File: config.mk
export PLATFORM = sky130hd
export DESIGN_NAME = multiframe_id_filter
export DESIGN_NICKNAME = d
export VERILOG_FILES = /design/src/mfid_pkg.sv /design/src/mfid_cell.sv /design/src/multiframe_id_filter.sv
export VERILOG_INCLUDE_DIRS = /design/src /design/src/src
export SDC_FILE = /design/constraint.sdc
export NUM_CORES = 2
export LEC_CHECK = 0
export BUFFER_PORTS_ARGS = -buffer_cell sky130_fd_sc_hd__buf_2
export CORE_MARGIN = 2
export CORE_UTILIZATION = 65
export CTS_BUF_LIST = sky130_fd_sc_hd__clkbuf_8
export DETAILED_ROUTE_END_ITERATION = 10
export PLACE_DENSITY = 0.82
export SLEW_MARGIN = 20
export SYNTH_ARGS = -nofsm -noshare
export SYNTH_HDL_FRONTEND = slang
export SYNTH_SLANG_ARGS = --single-unit
File: constraint.sdc
create_clock -name clk -period 6 [get_ports clk]
set_input_delay 1.8 -clock clk [delete_from_list [all_inputs] [get_ports clk]]
set_output_delay 1.8 -clock clk [all_outputs]
set_load 0.01 [all_outputs]
File: src/multiframe_id_filter_assert.svh
// Assertion macros for the multiframe ID filter.
`ifndef MULTIFRAME_ID_FILTER_ASSERT_SVH
`define MULTIFRAME_ID_FILTER_ASSERT_SVH

// Same-cycle implication, checked outside reset.
`define MFID_ASSERT_IMP(label, ante, cons, msg) \
  label: assert property (@(posedge clk) disable iff (rst) (ante) |-> (cons)) \
    else $error(msg);

// Next-cycle implication, checked outside reset.
`define MFID_ASSERT_NXT(label, ante, cons, msg) \
  label: assert property (@(posedge clk) disable iff (rst) (ante) |=> (cons)) \
    else $error(msg);

`endif

File: src/mfid_pkg.sv
// Types and constants shared by the multiframe ID filter modules.
package mfid_pkg;

  // Wide enough for the largest slot table (64 slots).
  localparam int unsigned SLOT_IDX_W = 6;

  localparam logic CMD_TICK  = 1'b0;
  localparam logic CMD_FRAME = 1'b1;

  localparam logic REG_LOCK_TIME  = 1'b0;
  localparam logic REG_MAX_FRAMES = 1'b1;

  typedef enum logic [1:0] {
    OP_NONE,
    OP_TICK,
    OP_NEW,
    OP_REPEAT
  } op_t;

  // Lookup word walking down the cell row, one cell per cycle.
  typedef struct packed {
    logic                  valid;
    logic                  match_hit;
    logic [SLOT_IDX_W-1:0] match_idx;
    logic [7:0]            match_timer;
    logic [7:0]            match_count;
    logic [7:0]            match_tg;
    logic                  zero_hit;
    logic [SLOT_IDX_W-1:0] zero_idx;
    logic [7:0]            zero_timer;
    logic [7:0]            zero_count;
    logic [7:0]            zero_tg;
    logic                  exp_hit;
    logic [SLOT_IDX_W-1:0] exp_idx;
  } search_t;

  // Update broadcast to every cell.
  typedef struct packed {
    op_t                   op;
    logic [SLOT_IDX_W-1:0] idx;
    logic [31:0]           id;
    logic [7:0]            tg;
    logic [7:0]            lock_time;
  } apply_t;

endpackage

File: src/mfid_cell.sv
// One slot of the filter table plus its stage of the lookup row.
module mfid_cell #(
  parameter int unsigned INDEX = 0
) (
  input  logic             clk,
  input  logic             rst,
  input  logic [31:0]      frame_id,
  input  mfid_pkg::search_t search_prev,
  output mfid_pkg::search_t search,
  input  mfid_pkg::apply_t  apply
);

  logic [31:0] sid;
  logic [7:0]  timer;
  logic [7:0]  count;
  logic [7:0]  tg;

  mfid_pkg::search_t search_next;
  logic              mine;

  assign mine = (apply.idx == mfid_pkg::SLOT_IDX_W'(INDEX));

  // First match, first free ID and first expired timer win; later cells only fill gaps.
  always_comb begin
    search_next = search_prev;
    if (!search_prev.match_hit && sid == frame_id) begin
      search_next.match_hit   = 1'b1;
      search_next.match_idx   = mfid_pkg::SLOT_IDX_W'(INDEX);
      search_next.match_timer = timer;
      search_next.match_count = count;
      search_next.match_tg    = tg;
    end
    if (!search_prev.zero_hit && sid == 32'd0) begin
      search_next.zero_hit   = 1'b1;
      search_next.zero_idx   = mfid_pkg::SLOT_IDX_W'(INDEX);
      search_next.zero_timer = timer;
      search_next.zero_count = count;
      search_next.zero_tg    = tg;
    end
    if (!search_prev.exp_hit && timer == 8'd0) begin
      search_next.exp_hit = 1'b1;
      search_next.exp_idx = mfid_pkg::SLOT_IDX_W'(INDEX);
    end
  end

  always_ff @(posedge clk) begin
    if (rst) begin
      search <= '0;
    end else begin
      search <= search_next;
    end
  end

  always_ff @(posedge clk) begin
    if (rst) begin
      sid   <= '0;
      timer <= '0;
      count <= '0;
      tg    <= '0;
    end else begin
      case (apply.op)
        mfid_pkg::OP_TICK: begin
          if (timer != 8'd0) begin
            timer <= timer - 8'd1;
          end
        end
        mfid_pkg::OP_NEW: begin
          if (mine) begin
            sid   <= apply.id;
            timer <= apply.lock_time;
            count <= 8'd1;
            tg    <= apply.tg;
          end
        end
        mfid_pkg::OP_REPEAT: begin
          if (mine) begin
            count <= count + 8'd1;
          end
        end
        default: begin
        end
      endcase
    end
  end

endmodule

File: src/multiframe_id_filter.sv
// A frame's lookup word walks the slot cell row one cell per cycle, is captured in fin,
// and its result is registered once the output is free; a tick word takes effect at its
// acceptance edge and gives no result. Ticks are taken one per cycle while idle; frames
// are taken one at a time, each only after the last one's result is registered;
// a stalled result holds the next frame back for as long as the stall lasts.
// Reset: synchronous, active high; clears the slot table, sets lock_time 10, max_frames 3.
`include "multiframe_id_filter_assert.svh"

module multiframe_id_filter #(
  parameter int unsigned SLOTS = 8
) (
  input  logic        clk,
  input  logic        rst,
  input  logic        cfg_write,
  input  logic [0:0]  cfg_index,
  input  logic [7:0]  cfg_data,
  input  logic        item_valid,
  output logic        item_stall,
  input  logic        command,
  input  logic [31:0] sensor_id,
  input  logic [7:0]  telegram_counter,
  output logic        result_valid,
  input  logic        result_stall,
  output logic        multi_frame,
  output logic        no_slot,
  output logic [3:0]  slot_used
);

  localparam logic [3:0] NONE_CODE = 4'(SLOTS);

  typedef enum logic [1:0] {
    ST_IDLE,
    ST_SEARCH,
    ST_FINISH
  } state_t;

  state_t state;

  logic [7:0]  lock_time;
  logic [7:0]  max_frames;
  logic [31:0] frame_id;
  logic [7:0]  frame_tg;
  logic [31:0] search_key;

  mfid_pkg::search_t chain [0:SLOTS];
  mfid_pkg::search_t fin;
  mfid_pkg::apply_t  apply;
  logic [SLOTS-1:0]  walk_vec;

  logic                            accept;
  logic                            out_free;
  logic                            sel_hit;
  logic [mfid_pkg::SLOT_IDX_W-1:0] sel_idx;
  logic [7:0]                      sel_timer;
  logic [7:0]                      sel_count;
  logic [7:0]                      sel_tg;
  logic                            tg_valid;
  logic                            is_new;
  logic                            is_repeat;

  assign item_stall = (state != ST_IDLE);
  assign accept     = item_valid && !item_stall;
  assign out_free   = !result_valid || !result_stall;

  // The first cell compares in the accept cycle, before frame_id is loaded.
  assign search_key = (state == ST_IDLE) ? sensor_id : frame_id;

  always_comb begin
    chain[0]       = '0;
    chain[0].valid = accept && (command == mfid_pkg::CMD_FRAME);
  end

  for (genvar k = 0; k < SLOTS; k++) begin : g_cell
    mfid_cell #(
      .INDEX(k)
    ) u_cell (
      .clk        (clk),
      .rst        (rst),
      .frame_id   (search_key),
      .search_prev(chain[k]),
      .search     (chain[k+1]),
      .apply      (apply)
    );
    assign walk_vec[k] = chain[k+1].valid;
  end

  // Exact match first, then first free ID, then first expired timer.
  always_comb begin
    sel_hit   = 1'b0;
    sel_idx   = '0;
    sel_timer = '0;
    sel_count = '0;
    sel_tg    = '0;
    if (fin.match_hit) begin
      sel_hit   = 1'b1;
      sel_idx   = fin.match_idx;
      sel_timer = fin.match_timer;
      sel_count = fin.match_count;
      sel_tg    = fin.match_tg;
    end else if (fin.zero_hit) begin
      sel_hit   = 1'b1;
      sel_idx   = fin.zero_idx;
      sel_timer = fin.zero_timer;
      sel_count = fin.zero_count;
      sel_tg    = fin.zero_tg;
    end else if (fin.exp_hit) begin
      sel_hit = 1'b1;
      sel_idx = fin.exp_idx;
    end
    tg_valid  = (frame_tg != 8'd0);
    is_new    = (sel_timer == 8'd0) || (tg_valid && sel_tg != frame_tg);
    is_repeat = !is_new && ((sel_count < max_frames) || (tg_valid && sel_tg == frame_tg));
  end

  always_comb begin
    apply.op        = mfid_pkg::OP_NONE;
    apply.idx       = sel_idx;
    apply.id        = frame_id;
    apply.tg        = frame_tg;
    apply.lock_time = lock_time;
    if (accept && command == mfid_pkg::CMD_TICK) begin
      apply.op = mfid_pkg::OP_TICK;
    end else if (state == ST_FINISH && out_free && sel_hit) begin
      if (is_new) begin
        apply.op = mfid_pkg::OP_NEW;
      end else if (is_repeat) begin
        apply.op = mfid_pkg::OP_REPEAT;
      end
    end
  end

  always_ff @(posedge clk) begin
    if (rst) begin
      lock_time  <= 8'd10;
      max_frames <= 8'd3;
    end else if (cfg_write) begin
      unique case (cfg_index)
        mfid_pkg::REG_LOCK_TIME:  lock_time  <= cfg_data;
        mfid_pkg::REG_MAX_FRAMES: max_frames <= cfg_data;
        default: begin
        end
      endcase
    end
  end

  always_ff @(posedge clk) begin
    if (rst) begin
      state        <= ST_IDLE;
      result_valid <= 1'b0;
      multi_frame  <= 1'b0;
      no_slot      <= 1'b0;
      slot_used    <= '0;
      frame_id     <= '0;
      frame_tg     <= '0;
      fin          <= '0;
    end else begin
      if (result_valid && !result_stall) begin
        result_valid <= 1'b0;
      end
      unique case (state)
        ST_IDLE: begin
          if (accept && command == mfid_pkg::CMD_FRAME) begin
            frame_id <= sensor_id;
            frame_tg <= telegram_counter;
            state    <= ST_SEARCH;
          end
        end
        ST_SEARCH: begin
          if (chain[SLOTS].valid) begin
            fin   <= chain[SLOTS];
            state <= ST_FINISH;
          end
        end
        ST_FINISH: begin
          if (out_free) begin
            result_valid <= 1'b1;
            multi_frame  <= sel_hit && is_repeat;
            no_slot      <= !sel_hit;
            slot_used    <= sel_hit ? 4'(sel_idx) : NONE_CODE;
            state        <= ST_IDLE;
          end
        end
        default: state <= ST_IDLE;
      endcase
    end
  end

  `MFID_ASSERT_IMP(a_tail_only_in_search, chain[SLOTS].valid, state == ST_SEARCH, "lookup word left the row outside search")
  `MFID_ASSERT_IMP(a_one_word_in_row, 1'b1, $onehot0(walk_vec), "more than one lookup word in the cell row")
  `MFID_ASSERT_NXT(a_frame_enters_row, accept && command == mfid_pkg::CMD_FRAME, walk_vec[0], "accepted frame did not enter the first cell")
  `MFID_ASSERT_IMP(a_result_from_finish, $rose(result_valid), $past(state) == ST_FINISH, "result appeared outside the finish step")
  `MFID_ASSERT_IMP(a_no_slot_single, result_valid && no_slot, !multi_frame && slot_used == NONE_CODE, "no-slot result marked as repeat or with a slot")

endmodule

==> results.cfg <==
[status]
status = complete, no violations

[global_route]
grt_antenna_before_repair = 4
busiest_layer = met2
grtUsageMet1 = 0.550
grt_max_degree = 212
grt_use_met3 = 0.109
grt_usage = 0.441
grt-ovfl-total = 0
grtUsageMet2 = 0.660
grt_pass1_wl_mm = 243
grt_pass1_vias = 39000

[floorplan]
die_h_um = 269
start_util = 0.655
fp-row-count = 97
dieArea_um2 = 72600
core_area_um2 = 69900
die_w_um = 269
ios = 63

[clocking]
cts_max_path_buffers = 3
cts.repair.resized = 0
h-tree-depth = 4
root_buffer = clkbuf_8
path_clk_slew_ns = 0.07
cts-buffers-inserted = 165
cts_sinks = 1039
cts_tree = built
clk_latency_ns = 0.88
ctsHoldBuffers = 0
cts_setup_buffers = 0

[finish]
syn2layout_area_growth_pct = 9.77
regArea_um2 = 20800
n_fill_cell = 5448
multi_input_area_um2 = 22800
mostFrequentLayoutCell = dfxtp_1
nNetsFinal = 5576
final_cell_mix = 1038 x dfxtp_1, 994 x nand2_1, 641 x a21oi_1, 390 x nor2_1, 288 x mux2i_1
drive_gt1_frac = 0.0890
fin_cells = 6561
finalCoreUtilization = 0.719

[power_and_ir_drop]
p_int_w = 0.0108
p_seq_frac = 0.486
powerDensity_nw_per_um2 = 293
total_power_w = 0.0147
leakage_nw = 18.4
ir_drop_uv = 247
netSwitchingFraction = 0.268
p_comb_frac = 0.090
clkPwrFrac = 0.423
p_sw_w = 0.00394

[timing]
post-route-period-util = 0.764
slew_headroom = 0.195
holdWs_ns = 0.427
finalSetupTns_ns = 0
maxSlewViolCount = 0
fin_skew_ns = 0.0672
finalHoldViolations = 0
setup_viol = 0
tightest_slew_ns = 1.21
fmaxAchievable_mhz = 218
period_needed_ns = 4.59
rsz0062_at_grt = false

[synthesis]
synth_fa_ha_area_frac = 0.00902
synthArstFlopShare = 0
synth_compound_area_frac = 0.145
syn_area_per_cell_um2 = 8.28
synth_top_family_by_area = simple AND/OR/NAND/NOR gates
ys_ff_latch = 1039
yosys_most_used_dff = dfxtp_1
synthSimpleGateAreaFrac = 0.219
syn-num-nets = 5616
synth.cell_area_um2 = 45800
yosysSeqAreaShare = 0.454
syn_inst = 5528
yosysWarningCount = 0
synthMuxAreaShare = 0.0646
synth_top_area_frac = 0.454
yosys-top-cells-area = dfxtp_1 45%, nand2_1 8.2%, a21oi_1 7.0%
yosysUniqueCellTypes = 79
synth_xor_area_frac = 0.0570
netlist.top_cell.by_area = dfxtp_1
synth_edf_count = 0

[drt]
dr.pass1.iters = 9
drt_first_iter_violations = 5194
drtAntennaViolNets = 0
wl_mm = 165
vias_per_cell = 6.37
vias = 41800
wl_per_cell_um = 25.1
drcViolationCount = 0

[worst_setup_path]
cpPeakStageDelay_ns = 0.69
end_kind = primary output
path_cells = nor2_8 > inv_2 > buf_4 > buf_2
slowest_stage = nor2_8
crit_type = reg -> out
startpoint_type = flop
path_max_fanout = 41
arrival_ns = 2.79
cp.required_ns = 4.20

[placed_design]
gp_congestion = 1.08
placedCellCount = 6261
post-dp-hpwl_mm = 109
portBuffers = 62

[worst_hold_path]
hold_class = reg -> reg

[run]
cap_violations = 0
-- cell type report --
type,instances,area share
Multi-Input combinational cell,3904,0.453
Antenna cell,6,0.000299
Clock buffer,203,0.0556
Clock inverter,91,0.0122
Inverter,174,0.0130
Sequential cell,1039,0.414
Timing Repair Buffer,204,0.0286
Tap cell,940,0.0234
-- power groups by stage --
stage | logic [W] | registers (W) | clock network (W)
5_1_grt | 0.00139 | 0.00716 | 0.00656
2_1_floorplan | 0.000871 | 0.00723 | 0
3_5_place_dp | 0.00126 | 0.00730 | 0
4_1_cts | 0.00127 | 0.00715 | 0.00625
6_report | 0.00133 | 0.00716 | 0.00623
3_3_place_gp | 0.00125 | 0.00730 | 0
-- cell families after synthesis --
logic type / count (synthesis)
flip-flops: 1039
XOR/XNOR: 298
adder cells (fa/ha/maj): 33
multiplexers: 294
AO/OA/AOI/OAI: 1126
buffers and inverters: 585
AND/OR/NAND/NOR: 2153
-- worst max-delay path, delay by kind of cell (launching register included) --
kind,cells,cell delay (ns)
flops,1,0.38
buf+inv,3,0.81
simple gates,1,0.69
-- synthesized netlist by cell type, types with 16 or more instances --
cell / instances
nand2b_1: 224
ha_1: 33
nor3b_1: 19
o22ai_1: 51
nor2_1: 398
nand3_1: 50
nand2_1: 994
buf_1: 23
and2_1: 51
inv_1: 171
nand4_1: 44
or3_1: 79
a21oi_1: 641
a221oi_1: 17
o32ai_1: 27
mux2i_1: 290
o21ai_0: 150
clkbuf_1: 360
nor2b_1: 37
dfxtp_1: 1039
a21o_1: 16
nor4_1: 128
nor3_1: 53
xnor2_1: 190
o221ai_1: 18
a31oi_1: 19
a2111oi_0: 18
xor2_1: 108
a22oi_1: 20
-- per-layer routing --
| metal | wire (um) | share of wire | vias to the layer above |
|---|---|---|---|
| li1 | - | - | 18700 |
| met1 | 61200 | 0.37 | 19600 |
| met2 | 70500 | 0.43 | 2687 |
| met3 | 18900 | 0.12 | 768 |
| met4 | 14000 | 0.085 | 2 |
| met5 | 14 | 0.000085 | - |
-- stage by stage --
step	worst slack (ns)	instance area (um2)
after floorplan	1.05	45800
after global placement	0.932	46800
after detailed placement	0.890	46800
after CTS	1.49	50200
final	1.41	50200
after global routing	1.21	50200
-- registers in the layout, indices dropped and copies added (netlist names) --
name	flops
fin	60
frame_id	32
frame_tg	8
g_cell.u_cell.count	64
g_cell.u_cell.search	467
g_cell.u_cell.sid	256
g_cell.u_cell.tg	64
g_cell.u_cell.timer	64
lock_time	8
max_frames	8
multi_frame	1
no_slot	1
result_valid	1
slot_used	3
state	2
-- final timing paths --
kind	start	endpoint	slack, ns	cells past startpoint
max	state[1]$_SDFFE_PP0P_	item_stall	1.41	4
min	g_cell[4].u_cell.search[62]$_SDFF_PP0_	g_cell[5].u_cell.search[62]$_SDFF_PP0_	0.43	2
max reg2reg	fin[37]$_SDFFE_PP0P_	g_cell[7].u_cell.count[7]$_SDFFE_PP0P_	1.45	16
min reg2reg	g_cell[4].u_cell.search[62]$_SDFF_PP0_	g_cell[5].u_cell.search[62]$_SDFF_PP0_	0.43	2
Note: power is estimated with default switching activity, not from simulation.
